`src/design/cfpf_pkg.sv`:
```
// ----------------------------------------------------------------------------
// cfpf_pkg
// Shared types and constants of the clipped fill planar frame buffer:
// command kinds, the clipped command record and the queue depth.
// ----------------------------------------------------------------------------
package cfpf_pkg;

    // default screen size
    localparam int SCREEN_W_DEF = 640;
    localparam int SCREEN_H_DEF = 480;

    // coordinate width covers 0..2047
    localparam int COORD_W = 11;
    // word column: eight pixels per memory word
    localparam int WCOL_W  = COORD_W - 3;

    // pixel storage
    localparam int PIX_W   = 4;
    localparam int LANES   = 8;
    localparam int WORD_W  = PIX_W * LANES;

    // input payload layout
    localparam int KIND_W     = 3;
    localparam int COLOR_W    = 8;
    localparam int PLANE_W    = 2;
    localparam int BCOL_W     = 7;
    localparam int IN_FIELDS  = 5 * 16 + COLOR_W + PLANE_W + BCOL_W;
    localparam int IN_DATA_W  = ((IN_FIELDS + 7) / 8) * 8;
    localparam int OUT_DATA_W = 8;

    // command queue depth between front and back
    localparam int QDEPTH   = 4;
    localparam int QPTR_W   = $clog2(QDEPTH);

    // command kinds as seen on the input stream
    typedef enum logic [KIND_W-1:0] {
        K_CLEAR = 3'd0,
        K_PIXEL = 3'd1,
        K_RECT  = 3'd2,
        K_VLINE = 3'd3,
        K_READ  = 3'd4
    } t_kind;

    // operations handed to the back end
    typedef enum logic {
        OP_FILL = 1'b0,
        OP_READ = 1'b1
    } t_op;

    // clipped command: fill covers [x0,x1) x [y0,y1); read uses y0, bcol, plane
    typedef struct packed {
        t_op                op;
        logic [COORD_W-1:0] x0;
        logic [COORD_W-1:0] x1;
        logic [COORD_W-1:0] y0;
        logic [COORD_W-1:0] y1;
        logic [PIX_W-1:0]   color;
        logic [PLANE_W-1:0] plane;
        logic [BCOL_W-1:0]  bcol;
        logic               rd_ok;
    } t_cmd;

    // handshake between queue and back end
    typedef struct packed {
        logic valid;
        t_cmd cmd;
    } t_qout;

endpackage

```
`src/design/cfpf_queue.sv`:
```
// ----------------------------------------------------------------------------
// cfpf_queue
// Short first-in first-out queue of clipped commands between the front
// and the back end.
// ----------------------------------------------------------------------------
module cfpf_queue (
    input  logic            i_clk,
    input  logic            i_rst_n,
    input  logic            i_push,
    input  cfpf_pkg::t_cmd  i_cmd,
    output logic            o_full,
    output cfpf_pkg::t_qout o_q,
    input  logic            i_pop
);

    localparam int PW = cfpf_pkg::QPTR_W;

    cfpf_pkg::t_cmd r_mem [cfpf_pkg::QDEPTH];
    logic [PW-1:0]  r_wptr, r_rptr, n_wptr, n_rptr;
    logic [PW:0]    r_cnt, n_cnt;
    logic           do_push, do_pop;

    assign o_full   = (r_cnt == (PW+1)'(cfpf_pkg::QDEPTH));
    assign o_q.valid = (r_cnt != '0);
    assign o_q.cmd   = r_mem[r_rptr];

    assign do_push = i_push && !o_full;
    assign do_pop  = i_pop && o_q.valid;

    // pointer and fill count update
    always_comb begin
        n_wptr = r_wptr;
        n_rptr = r_rptr;
        n_cnt  = r_cnt;
        if (do_push) begin
            n_wptr = r_wptr + 1'b1;
        end
        if (do_pop) begin
            n_rptr = r_rptr + 1'b1;
        end
        if (do_push && !do_pop) begin
            n_cnt = r_cnt + 1'b1;
        end else if (do_pop && !do_push) begin
            n_cnt = r_cnt - 1'b1;
        end
    end

    always_ff @(posedge i_clk) begin
        if (!i_rst_n) begin
            r_wptr <= '0;
            r_rptr <= '0;
            r_cnt  <= '0;
        end else begin
            r_wptr <= n_wptr;
            r_rptr <= n_rptr;
            r_cnt  <= n_cnt;
        end
    end

    // entry storage
    always_ff @(posedge i_clk) begin
        if (do_push) begin
            r_mem[r_wptr] <= i_cmd;
        end
    end

endmodule

```
`config.mk`:
```
export PLATFORM = sky130hd
export DESIGN_NAME = cfpf_queue
export DESIGN_NICKNAME = d
export VERILOG_FILES = /design/src/design/cfpf_pkg.sv /design/src/design/cfpf_queue.sv
export SDC_FILE = /design/constraint.sdc
export NUM_CORES = 1
export LEC_CHECK = 0
export ABC_AREA = 0
export BUFFER_PORTS_ARGS = -buffer_cell sky130_fd_sc_hd__buf_2
export CORE_MARGIN = 5
export CORE_UTILIZATION = 48
export DETAILED_ROUTE_END_ITERATION = 8
export GPL_TIMING_DRIVEN = 0
export PLACE_DENSITY = 0.69
export RECOVER_POWER = 50
export SLEW_MARGIN = 20
export SYNTH_ARGS = -nofsm -noshare
export SYNTH_HDL_FRONTEND = slang
export SYNTH_SLANG_ARGS = --single-unit
```
`constraint.sdc`:
```
create_clock -name i_clk -period 4.3 [get_ports i_clk]
set_clock_uncertainty 0.15 [all_clocks]
set_input_delay 0.645 -clock i_clk [delete_from_list [all_inputs] [get_ports i_clk]]
set_output_delay 0.645 -clock i_clk [all_outputs]
set_load 0.01 [all_outputs]
```
==> results.json <==
{
  "status": "complete, no violations",
  "relSlewSlack_pct": 54.28,
  "synth_edf_count": 236,
  "period_share_pct": 67.04,
  "p_leak_nw": 3.475,
  "die_w_um": 146.9,
  "layout_commonest_cell": "edfxtp_1",
  "crit_required_ns": 3.50,
  "start_util_pct": 48.44,
  "min_path_cells": 1,
  "finalInstanceArea_mm2": 0.01068,
  "die_y_um": 146.9,
  "synthAdderAreaFrac_pct": 0.9176,
  "start_kind": "flip-flop",
  "syn_inst": 357,
  "clock.fmax_ghz": 0.3469,
  "async_reset_ff_share_pct": 0,
  "power.total_mw": 6.477,
  "grt_pass1_vias": 4520,
  "worstPathArrival_ns": 2.09,
  "cts_tree": "done",
  "worst_path_max_delay_cell": "clkbuf_1",
  "drive_gt1_share_pct": 32.64,
  "postCtsSetupRepairBufs": 0,
  "crit_path_cell_trace": "buf_2 > clkbuf_1 > mux4_2 > buf_2",
  "syn_nets": 426,
  "yosysWarnings": 0,
  "reg2reg_from": "r_cnt[0]",
  "nets": 579,
  "ir_drop_uv": 380.1,
  "grt_max_degree": 36,
  "timing.max_cap.violations": 0,
  "io_buffers": 122,
  "synth-simple-area-share_pct": 1.084,
  "cts_made_buffers": 25,
  "coreArea_mm2": 0.01858,
  "hp-class": "primary input to flip-flop",
  "post_cts_resized": 0,
  "pwr_density_cell_mw_per_mm2": 606.5,
  "fin_crit_ns": 2.883,
  "synth_cell_types": 23,
  "synth_xor_area_share_pct": 0.3893,
  "dr.first_iter.drc_count": 256,
  "viasPerCell": 5.318,
  "overflow": 0,
  "synthMuxAreaShare_pct": 15.10,
  "routed_wl_um": 16150,
  "crit_type": "flip-flop to output pin",
  "pre_cts_ws_ns": 1.584,
  "gp_congestion": 0.6894,
  "ctsHoldBuffers": 0,
  "avgSynthCellArea_um2": 25.21,
  "synth_compound_gate_area_share_pct": 0.3198,
  "drv_slew": 0,
  "cts_max_level": 1,
  "synth_top_family_by_area": "multiplexers",
  "cts_buffer_depth": 3,
  "wl_per_cell_um": 21.22,
  "cp_max_fo": 10,
  "r2r_end": "r_cnt[2]",
  "place_area_mm2": 0.009993,
  "min_from": "i_cmd[6]",
  "whs_ns": 0.2366,
  "worstSkewPairLatency_ns": 0.51,
  "rsz0062_at_grt": "no",
  "cpMostUsedCell": "buf_2",
  "clock-sinks": 245,
  "drtAntennaViolNets": 0,
  "ioPinCount": 124,
  "mostFrequentLayoutCells": "236 x edfxtp_1, 68 x clkbuf_1, 66 x buf_2",
  "cpPeakStageDelay_ns": 0.54,
  "cp-end-kind": "output pin",
  "seq_area_frac_synth_pct": 80.75,
  "ctsRootBufferMaster": "clkbuf_16",
  "syn2layout_area_growth_pct": 18.66,
  "setup-violations-final": 0,
  "synthFlopType": "edfxtp_1",
  "path_clk_slew_ns": 0.06,
  "drc": 0,
  "holdPathEnd": "r_mem[3][6]",
  "dpl.hpwl_um": 10070,
  "setup_tns_ns": 0,
  "utilization_pct": 57.47,
  "hold_viol_final": 0,
  "dieArea_mm2": 0.02159,
  "grt_pass1_wl_um": 25590,
  "num_rows": 50,
  "antenna_found_initial": 0,
  "r2r_slack_ns": 1.70,
  "dr.pass1.iters": 4,
  "worstMarginPinSlew_ns": 0.6858,
  "placedCellCount": 717,
  "synth_seq_cells": 245,
  "reg2regPathDepth": 9,
  "dr_total_vias": 4047,
  "syn_area_mm2": 0.009000,
  "n_antenna_cell": 0,
  "setup_ws_ns": 1.417,
  "track_usage_pct": 15.28,
  "finalNonFillerCells": 761
}
==> kinds of logic after synthesis <==
family,count (synthesis)
DFF,245
and+or+nand+nor,17
xor gates and xnor gates,4
adders and majority gates,6
buffers and inverters,19
muxes,62
AOI/OAI and AO/OA,4
==> worst max-delay path: cells and delay by family, from the launching register on <==
kind | cells | cell delay [ns]
flip-flops | 1 | 0.30
buffers and inverters | 3 | 0.84
multiplexers | 1 | 0.43
==> Yosys cell counts, drive strengths merged (3+ instances only) <==
cell / n / area share [%]
clkbuf: 6 / 0.25
nand2: 4 / 0.17
mux2i: 3 / 0.33
inv: 3 / 0.13
and2: 8 / 0.56
buf: 10 / 1.1
mux4: 59 / 15
ha: 5 / 0.70
dfxtp: 9 / 2.0
edfxtp: 236 / 79
xnor2: 3 / 0.29
==> routing by layer <==
| layer | GRT usage, % | vias up | part of all wire [%] |
|---|---|---|---|
| met5 | 0 | - | 0 |
| met1 | 20.39 | 2080 | 41 |
| met2 | 25.70 | 121 | 50 |
| met3 | 3.763 | 28 | 6.2 |
| li1 | - | 1818 | - |
| met4 | 3.774 | 0 | 2.1 |
==> flip-flops by register name, summed over array words and instances, names as in the netlist, named ones only <==
register,cells
r_mem,236
r_cnt,3
r_rptr,2
r_wptr,2
==> worst max path at each step <==
stage / start / end / slack (ns) / cells past startpoint
6_report: flip-flop / o_q[30] / 1.42 / 4
3_3_place_gp: i_push / r_mem[1][41] / 0.02 / 4
2_1_floorplan: i_push / r_mem[0][0] / 1.30 / 3
3_5_place_dp: i_push / r_cnt[2] / 1.58 / 9
4_1_cts: flip-flop / o_q[26] / 1.32 / 4
5_1_grt: flip-flop / o_q[26] / 1.27 / 4
==> final cells by class <==
cell class	count	area, um^2
plain buffers	16	118.9
clock buffers	28	636.9
clock inverters	16	122.6
fillers	1398	7901
inverters	3	11.26
multi-input cells	93	1613
flip-flops and latches	245	7267
well taps	234	292.8
repair buffers	126	616.8
==> power breakdown <==
part           internal (mW)  switching (mW)
registers               2.90          0.0708
clock network           1.17           0.814
logic                  0.751           0.769
total                   4.82            1.65
Power figures use the tool's default switching activity.
